## config.mk

```make
export PLATFORM = sky130hd
export DESIGN_NAME = raster_scan_coordinate_generator
export DESIGN_NICKNAME = d
export VERILOG_FILES = /design/src/design/rscg_pkg.sv /design/src/design/raster_scan_coordinate_generator.sv /design/src/design/rscg_ctrl.sv /design/src/design/rscg_dp.sv
export SDC_FILE = /design/constraint.sdc
export NUM_CORES = 1
export LEC_CHECK = 0
export ABC_AREA = 1
export BUFFER_PORTS_ARGS = -buffer_cell sky130_fd_sc_hd__buf_2
export CAP_MARGIN = 0
export CORE_ASPECT_RATIO = 0.7
export CORE_UTILIZATION = 30
export CTS_CLUSTER_DIAMETER = 80
export DETAILED_ROUTE_END_ITERATION = 10
export GPL_TIMING_DRIVEN = 0
export PLACE_DENSITY = 0.53
export SYNTH_ARGS = -nofsm -noshare
export SYNTH_HDL_FRONTEND = slang
export SYNTH_HIERARCHICAL = 1
export SYNTH_SLANG_ARGS = --single-unit
```

## constraint.sdc

```tcl
create_clock -name clock -period 8.7 [get_ports clock]
set_clock_uncertainty 0.15 [all_clocks]
set_input_delay 0.87 -clock clock [delete_from_list [all_inputs] [get_ports clock]]
set_output_delay 0.87 -clock clock [all_outputs]
set_load 0.02 [all_outputs]
```

## src/design/rscg_pkg.sv

```systemverilog
package rscg_pkg;

   localparam int CoordWidth = 16;
   localparam int CountWidth = 32;
   localparam int WidthBits  = CoordWidth + 1;
   localparam int IterBits   = $clog2(CountWidth);

   typedef enum logic [1:0] {
      CMD_RESTART = 2'd0,
      CMD_NEXT    = 2'd1,
      CMD_SKIP    = 2'd2
   } cmd_type;

   typedef enum logic [1:0] {
      CSR_LEFT   = 2'd0,
      CSR_TOP    = 2'd1,
      CSR_RIGHT  = 2'd2,
      CSR_BOTTOM = 2'd3
   } csr_index_type;

   typedef enum logic [1:0] {
      ST_IDLE,
      ST_DIV,
      ST_FIN
   } state_type;

   typedef struct packed {
      logic restart;
      logic step;
      logic div_start;
      logic div_step;
      logic finish;
   } dp_cmd_type;

endpackage

```

## src/design/raster_scan_coordinate_generator.sv

```systemverilog
// Raster scan coordinate generator.
// Configure left, top, right and bottom edges through the csr_ write channel
// (index 0..3, low 16 bits of csr_data), only while the block is idle; csr_ready
// is always high. Each request transaction carries a command:
//   restart - cursor moves to (left, top), no response
//   next    - responds with the current (x, y), then steps right, wrapping to
//             the left edge and the next row past the right edge
//   skip    - moves the cursor ahead by req_skip_count pixels, no response
// A next transaction shows its response in the cycle after acceptance, and the
// block takes one next or restart per cycle unless the response is stalled. A skip
// runs a radix-2 divide by the rectangle width, one quotient bit per cycle, in
// steps: load at acceptance, 32 divide steps, update; req_stall stays high
// through the divide steps and the update.
// If the receiver stalls, the response holds and req_stall rises so no
// further transaction is accepted until the response is taken.
// Synchronous reset clears the left, top and right edges and the cursor to zero and drops rsp_valid.
module raster_scan_coordinate_generator (
   input  logic                                   clock,
   input  logic                                   reset,
   input  logic                                   req_valid,
   output logic                                   req_stall,
   input  logic [1:0]                             req_cmd,
   input  logic [rscg_pkg::CountWidth-1:0]        req_skip_count,
   output logic                                   rsp_valid,
   input  logic                                   rsp_stall,
   output logic signed [rscg_pkg::CoordWidth-1:0] rsp_pixel_x,
   output logic signed [rscg_pkg::CoordWidth-1:0] rsp_pixel_y,
   input  logic                                   csr_valid,
   output logic                                   csr_ready,
   input  logic [1:0]                             csr_index,
   input  logic [rscg_pkg::CoordWidth-1:0]        csr_data
);

   rscg_pkg::dp_cmd_type dp_cmd;

   assign csr_ready = 1'b1;

   rscg_ctrl u_ctrl (
      .clock     (clock),
      .reset     (reset),
      .req_valid (req_valid),
      .req_cmd   (req_cmd),
      .req_stall (req_stall),
      .rsp_valid (rsp_valid),
      .rsp_stall (rsp_stall),
      .dp_cmd    (dp_cmd)
   );

   rscg_dp u_dp (
      .clock          (clock),
      .reset          (reset),
      .dp_cmd         (dp_cmd),
      .req_skip_count (req_skip_count),
      .csr_we         (csr_valid && csr_ready),
      .csr_index      (csr_index),
      .csr_data       (csr_data),
      .rsp_pixel_x    (rsp_pixel_x),
      .rsp_pixel_y    (rsp_pixel_y)
   );

endmodule

```

## src/design/rscg_ctrl.sv

```systemverilog
module rscg_ctrl (
   input  logic                  clock,
   input  logic                  reset,
   input  logic                  req_valid,
   input  logic [1:0]            req_cmd,
   output logic                  req_stall,
   output logic                  rsp_valid,
   input  logic                  rsp_stall,
   output rscg_pkg::dp_cmd_type  dp_cmd
);

   rscg_pkg::state_type state_ff, state_in;
   logic [rscg_pkg::IterBits-1:0] iter_ff, iter_in;
   logic rsp_valid_ff, rsp_valid_in;
   logic accept;
   logic last_iter;

   assign req_stall = (state_ff != rscg_pkg::ST_IDLE) || (rsp_valid_ff && rsp_stall);
   assign accept    = req_valid && !req_stall;
   assign rsp_valid = rsp_valid_ff;
   assign last_iter = (iter_ff == rscg_pkg::IterBits'(rscg_pkg::CountWidth - 1));

   always_comb begin
      state_in = state_ff;
      unique case (state_ff)
         rscg_pkg::ST_IDLE: begin
            if (accept && req_cmd == rscg_pkg::CMD_SKIP) begin
               state_in = rscg_pkg::ST_DIV;
            end
         end
         rscg_pkg::ST_DIV: begin
            if (last_iter) begin
               state_in = rscg_pkg::ST_FIN;
            end
         end
         rscg_pkg::ST_FIN: begin
            state_in = rscg_pkg::ST_IDLE;
         end
         default: begin
            state_in = rscg_pkg::ST_IDLE;
         end
      endcase
   end

   always_comb begin
      dp_cmd       = '0;
      iter_in      = iter_ff;
      rsp_valid_in = rsp_valid_ff && rsp_stall;
      unique case (state_ff)
         rscg_pkg::ST_IDLE: begin
            iter_in = '0;
            if (accept) begin
               unique case (req_cmd)
                  rscg_pkg::CMD_RESTART: dp_cmd.restart = 1'b1;
                  rscg_pkg::CMD_NEXT: begin
                     dp_cmd.step  = 1'b1;
                     rsp_valid_in = 1'b1;
                  end
                  rscg_pkg::CMD_SKIP: dp_cmd.div_start = 1'b1;
                  default: ;
               endcase
            end
         end
         rscg_pkg::ST_DIV: begin
            dp_cmd.div_step = 1'b1;
            iter_in         = iter_ff + 1'b1;
         end
         rscg_pkg::ST_FIN: begin
            dp_cmd.finish = 1'b1;
         end
         default: ;
      endcase
   end

   always_ff @(posedge clock) begin
      if (reset) begin
         state_ff     <= rscg_pkg::ST_IDLE;
         iter_ff      <= '0;
         rsp_valid_ff <= 1'b0;
      end else begin
         state_ff     <= state_in;
         iter_ff      <= iter_in;
         rsp_valid_ff <= rsp_valid_in;
      end
   end

endmodule

```

## src/design/rscg_dp.sv

```systemverilog
module rscg_dp (
   input  logic                                   clock,
   input  logic                                   reset,
   input  rscg_pkg::dp_cmd_type                   dp_cmd,
   input  logic [rscg_pkg::CountWidth-1:0]        req_skip_count,
   input  logic                                   csr_we,
   input  logic [1:0]                             csr_index,
   input  logic [rscg_pkg::CoordWidth-1:0]        csr_data,
   output logic signed [rscg_pkg::CoordWidth-1:0] rsp_pixel_x,
   output logic signed [rscg_pkg::CoordWidth-1:0] rsp_pixel_y
);

   localparam int CW = rscg_pkg::CoordWidth;
   localparam int WW = rscg_pkg::WidthBits;
   localparam int NW = CW + 3;

   logic [CW-1:0] left_ff, top_ff, right_ff;
   logic [CW-1:0] cur_x_ff, cur_x_in, cur_y_ff, cur_y_in;
   logic [CW-1:0] out_x_ff, out_y_ff;
   logic [rscg_pkg::CountWidth-1:0] dvd_ff, dvd_in;
   logic [WW-1:0] rem_ff, rem_in;
   logic [WW-1:0] rect_w;
   logic [WW:0]   rem_try;
   logic          rem_ge;
   logic signed [NW-1:0] nx, right_ext;
   logic [NW-1:0] nx_wrap;
   logic [CW-1:0] diff;

   assign diff      = right_ff - left_ff;
   assign rect_w    = {1'b0, diff} + WW'(1);
   assign rem_try   = {rem_ff, dvd_ff[rscg_pkg::CountWidth-1]};
   assign rem_ge    = rem_try >= {1'b0, rect_w};
   assign nx        = NW'($signed(cur_x_ff)) + $signed({2'b00, rem_ff});
   assign right_ext = NW'($signed(right_ff));
   assign nx_wrap   = nx - {2'b00, rect_w};

   always_comb begin
      cur_x_in = cur_x_ff;
      cur_y_in = cur_y_ff;
      dvd_in   = dvd_ff;
      rem_in   = rem_ff;
      if (dp_cmd.restart) begin
         cur_x_in = left_ff;
         cur_y_in = top_ff;
      end else if (dp_cmd.step) begin
         if ($signed(cur_x_ff) < $signed(right_ff)) begin
            cur_x_in = cur_x_ff + 1'b1;
         end else begin
            cur_x_in = left_ff;
            cur_y_in = cur_y_ff + 1'b1;
         end
      end else if (dp_cmd.div_start) begin
         dvd_in = req_skip_count;
         rem_in = '0;
      end else if (dp_cmd.div_step) begin
         if (rem_ge) begin
            rem_in = WW'(rem_try - {1'b0, rect_w});
         end else begin
            rem_in = rem_try[WW-1:0];
         end
         dvd_in = {dvd_ff[rscg_pkg::CountWidth-2:0], rem_ge};
      end else if (dp_cmd.finish) begin
         if (nx > right_ext) begin
            cur_x_in = nx_wrap[CW-1:0];
            cur_y_in = cur_y_ff + dvd_ff[CW-1:0] + 1'b1;
         end else begin
            cur_x_in = nx[CW-1:0];
            cur_y_in = cur_y_ff + dvd_ff[CW-1:0];
         end
      end
   end

   always_ff @(posedge clock) begin
      if (reset) begin
         left_ff   <= '0;
         top_ff    <= '0;
         right_ff  <= '0;
         cur_x_ff  <= '0;
         cur_y_ff  <= '0;
      end else begin
         cur_x_ff <= cur_x_in;
         cur_y_ff <= cur_y_in;
         if (csr_we) begin
            unique case (csr_index)
               rscg_pkg::CSR_LEFT:   left_ff   <= csr_data;
               rscg_pkg::CSR_TOP:    top_ff    <= csr_data;
               rscg_pkg::CSR_RIGHT:  right_ff  <= csr_data;
               // bottom edge never bounds the walk
               rscg_pkg::CSR_BOTTOM: ;
               default: ;
            endcase
         end
      end
   end

   always_ff @(posedge clock) begin
      dvd_ff <= dvd_in;
      rem_ff <= rem_in;
      if (dp_cmd.step) begin
         out_x_ff <= cur_x_ff;
         out_y_ff <= cur_y_ff;
      end
   end

   assign rsp_pixel_x = $signed(out_x_ff);
   assign rsp_pixel_y = $signed(out_y_ff);

endmodule

```

==> impl_summary.md <==
Timing
The final critical path time including I/O delays and setup is 5470 ps. The number of hold-slack violations in the final timing report is 0. For the pin with the worst max-slew slack, the measured transition is 1040 ps. The final number of max-transition violations is 0. The ratio of final minimum period to clock period is 62.9%.

For this run, the top clock speed supported by timing is 183 MHz. Setup violations remaining at the end of the flow were counted as 0. The summed negative setup slack over all endpoints is 0 ps. Setup repair after global routing left no endpoint under its margin. In this run the tightest slew margin relative to its limit is 30.4%.

Yosys
The number of synthesized flops with an enable pin is 81. The most used flip-flop cell after synthesis is sky130_fd_sc_hd__dfxtp_1. Ranked by total cell area, the synthesized netlist is headed by sky130_fd_sc_hd__edfxtp_1 (18%), sky130_fd_sc_hd__nand2_1 (13%), sky130_fd_sc_hd__dfxtp_1 (13%). Of all cell types, the one taking the most synthesized area is sky130_fd_sc_hd__edfxtp_1. The post-synthesis register bit count is 169. After synthesis the cells add up to 0.0133 mm2. In the synthesized netlist the async set-or-reset flop fraction comes to 0%. The fraction of post-synthesis cell area in the top cell type by area is 18.2%. The total number of yosys warnings is 6. The average instance in the mapped netlist occupies 7.12 um2. Counting every net in the synthesized netlist gives 2046. The distinct cell type count after synthesis is 59. The synthesized netlist cell count is 1874. Sequential cells were found to cover 31.4% of the synthesized design area.

Critical path
The signal arrival time at the worst endpoint is 5640 ps. The kind of capture point of the worst setup path is a flip-flop. For the worst setup path, the data required time is 8860 ps. The critical path launch point type is a flip-flop. Walking the worst path, the cells encountered are ha_1, nand2_1, nand2_1, nand2_1, nand2_1, nand3_1, nand3_1, nand3_1, nand2_1, xnor2_1, inv_1, ha_1, a21oi_1, nor2_1, a211oi_1, nand2_1, a21oi_1, nand2_1, nand2_1, clkbuf_1, clkbuf_1, o211ai_1, o2111ai_1, a21oi_1.

The critical path starts at u_dp/cur_x_ff[3]. The number of buffers and inverters on the critical path is 3. The gate family responsible for the most delay along the worst path is buffers and inverters. The dominant cell type by count on the critical path is sky130_fd_sc_hd__nand2_1. The start of the worst register-to-register path is u_dp/cur_x_ff[3]. The worst setup path is of the flip-flop to flip-flop kind. The maximum net fanout on the critical path is 10. The cell with the biggest individual delay on the critical path is sky130_fd_sc_hd__dfxtp_1.

The peak per-stage delay on the critical path is 650 ps.

Global routing
Global routing finished with a remaining overflow of 0. The global routing usage on met3 is 6.48%. The via count of the first global-routing pass was 11.6k. The met1 track demand over resource is 32.9%. The most used routing layer in global routing is met1.

Entering global routing, the biggest net connects 37 pins. Global routing used 26.0% of the available met2 tracks. The first global-routing pass estimated 69100 um of wire. The number of antenna violations at the first check in global routing is 1. The global-route usage over all layers is 20.6%.

Layout
The repair_antennas step left the layout with diodes totalling 0. Once layout is done, the placed cells without fillers occupy 0.0151 mm2. Leaving out fill and tap cells, the most frequent cell in the layout is sky130_fd_sc_hd__nand2_1.

Leaving out fill and tap cells, the most frequent cells in the layout are sky130_fd_sc_hd__nand2_1 (472), sky130_fd_sc_hd__inv_1 (206), sky130_fd_sc_hd__a21oi_1 (175), sky130_fd_sc_hd__nor2_1 (162), sky130_fd_sc_hd__o21ai_0 (127). Cells with a size suffix above 1 make up 10.7% of the layout. The synthesis-to-layout area growth is 13.5%. After the last flow step, the layout net total stands at 2157.

Route
The wire length after detailed routing is 46400 um. The first-iteration detailed-routing DRC count is 1221. After detailed routing, the number of remaining DRC violations is 0.

Once detail routing completed, the nets flagged for antenna violations numbered 0. The via density per instance is 5.09. The number of iterations in the first detailed-routing pass is 6. For this block, the via count after detailed routing is 13.2k. The routed length per instance is 17.9 um.

Clocking
In this run the number of H-tree levels came out at 4. The clock latency at the later pin of the worst-skew pair is 450 ps. No sink is reached through more buffers than the 2 on the longest clock path. The clock slew at the register clock pins of the worst setup and hold paths is 70 ps. After clock tree synthesis, the repair step resized 0 gates. TritonCTS built the clock tree.

The number of clock sinks is 169. The count of hold buffers inserted by post-cts repair is 0. Clock tree synthesis inserted a total of 17 buffers. Clock tree synthesis selected as its root buffer the cell sky130_fd_sc_hd__clkbuf_16. The number of buffers added for setup after CTS is 0.

Outcome
The run finished with clean final reports.

Power and ir drop
The power per standard cell area is 289 mW/mm2. The analysis attributes to cell leakage a power of 6.92 nW. IR analysis of the VDD net gives a maximum drop of 0.000161 V.

Floorplanning
The core region is 0.0438 mm2. The die extent in y is 178 um. Pin placement for this block handled 92 I/O pins. The starting utilization of the core area is 30.5%. The number of placement rows is 64. The floorplan die area is 0.0453 mm2.

The chip width is 254 um.

Place
Detailed placement finished with a half-perimeter wire length of 38000 um. The congestion estimate from routability-driven global placement came to 0.950. Summing all placed instances gives a cell area of 0.0146 mm2. In this run the tool buffered the top-level ports with 90 buffer cells.

Flow run
Max-cap violations in this run came to 0.

Worst hold path
The start point of the worst min-delay path is u_ctrl/iter_ff[4]. The kind of path behind the tightest hold check is flip-flop to flip-flop.
[cell usage after synthesis, types with 8 or more instances]
cell type / number
sky130_fd_sc_hd__nand2_2: 23
sky130_fd_sc_hd__a21oi_1: 176
sky130_fd_sc_hd__clkbuf_1: 42
sky130_fd_sc_hd__o21ai_0: 127
sky130_fd_sc_hd__ha_1: 110
sky130_fd_sc_hd__nand4_1: 26
sky130_fd_sc_hd__or2_2: 9
sky130_fd_sc_hd__xor2_1: 46
sky130_fd_sc_hd__dfxtp_1: 88
sky130_fd_sc_hd__nor3_1: 19
sky130_fd_sc_hd__nor2_1: 162
sky130_fd_sc_hd__edfxtp_1: 81
sky130_fd_sc_hd__nand2_1: 472
sky130_fd_sc_hd__inv_1: 206
sky130_fd_sc_hd__o211ai_1: 24
sky130_fd_sc_hd__a31oi_1: 8
sky130_fd_sc_hd__nand3_1: 101
sky130_fd_sc_hd__xnor2_1: 30
sky130_fd_sc_hd__nor2_2: 18
sky130_fd_sc_hd__o21ai_1: 11
[stage by stage]
stage / power, mW / worst slack (ps) / utilization (%) / hold WS, ps / std cells
after floorplan: 2.82 / 3280 / - / 280 / 1874
after global placement: 3.55 / 680 / 33.2 / 317 / 2558
after detailed placement: 3.58 / 3450 / 33.3 / 320 / 2560
after CTS: 4.34 / 3410 / 34.6 / 331 / 2591
after global routing: 4.72 / 2800 / 34.6 / 376 / 2591
final: 4.38 / 3230 / 34.6 / 326 / 2591
[where the power goes]
group / switching, mW / internal [mW] / total, mW / leakage (nW)
clock: 0.357 / 0.394 / 0.751 / 0.273
combinational: 1.72 / 0.853 / 2.57 / 5.17
sequential: 0.128 / 0.935 / 1.06 / 1.48
[registers in the layout, summed over array words and instances, names as in the netlist]
| name | flops |
|---|---|
| u_ctrl/iter_ff | 5 |
| u_dp/cur_x_ff | 16 |
| u_dp/top_ff | 16 |
| u_dp/left_ff | 16 |
| u_dp/right_ff | 16 |
| u_ctrl/rsp_valid | 1 |
| u_dp/rsp_pixel_x | 16 |
| u_dp/cur_y_ff | 16 |
| u_dp/dvd_ff | 32 |
| u_dp/rem_ff | 17 |
| u_dp/rsp_pixel_y | 16 |
| u_ctrl/state_ff | 2 |
[cell type report]
| class | count | area (um2) |
|---|---|---|
| timing repair buffer | 92 | 490 |
| inverter | 214 | 811 |
| sequential | 169 | 4190 |
| tap | 594 | 743 |
| fill | 4692 | 28700 |
| clock inverter | 11 | 88.8 |
| buffer | 49 | 230 |
| multi-input combinational | 1442 | 8120 |
| clock buffer | 20 | 468 |
[worst paths after layout]
check	to	slack, ps	depth (start not counted)
setup / recovery	u_dp/cur_x_ff[5]	3230	24
hold reg to reg	u_ctrl/iter_ff[4]	330	2
hold / removal	u_ctrl/iter_ff[4]	330	2
setup reg to reg	u_dp/cur_x_ff[5]	3230	24
[kinds of logic after synthesis]
kind of cell	synth area share (%)
other	0.0281
xor gates and xnor gates	5.36
DFF	31.4
buffers and inverters	7.80
AOI/OAI and AO/OA	15.7
adders and majority gates	11.1
and+or+nand+nor	28.6
[worst reg2reg max path, cell delays in order, from the launching register on]
cell and delay (ps):
sky130_fd_sc_hd__dfxtp_1 650, sky130_fd_sc_hd__ha_1 390, sky130_fd_sc_hd__nand2_1 90, sky130_fd_sc_hd__nand2_1 60, sky130_fd_sc_hd__nand2_1 60, sky130_fd_sc_hd__nand2_1 50, sky130_fd_sc_hd__nand3_1 60, sky130_fd_sc_hd__nand3_1 120
sky130_fd_sc_hd__nand3_1 90, sky130_fd_sc_hd__nand2_1 80, sky130_fd_sc_hd__xnor2_1 490, sky130_fd_sc_hd__inv_1 210, sky130_fd_sc_hd__ha_1 340, sky130_fd_sc_hd__a21oi_1 170, sky130_fd_sc_hd__nor2_1 50, sky130_fd_sc_hd__a211oi_1 190
sky130_fd_sc_hd__nand2_1 80, sky130_fd_sc_hd__a21oi_1 120, sky130_fd_sc_hd__nand2_1 160, sky130_fd_sc_hd__nand2_1 150, sky130_fd_sc_hd__clkbuf_1 460, sky130_fd_sc_hd__clkbuf_1 540, sky130_fd_sc_hd__o211ai_1 280, sky130_fd_sc_hd__o2111ai_1 200
sky130_fd_sc_hd__a21oi_1 100
[per-layer routing]
layer | vias up | wire length (um)
met2 | 507 | 16500
met3 | 33 | 5020
met4 | 2 | 478
met1 | 6152 | 24400
li1 | 6487 | -
met5 | - | 13
Power figures use the tool's default switching activity.
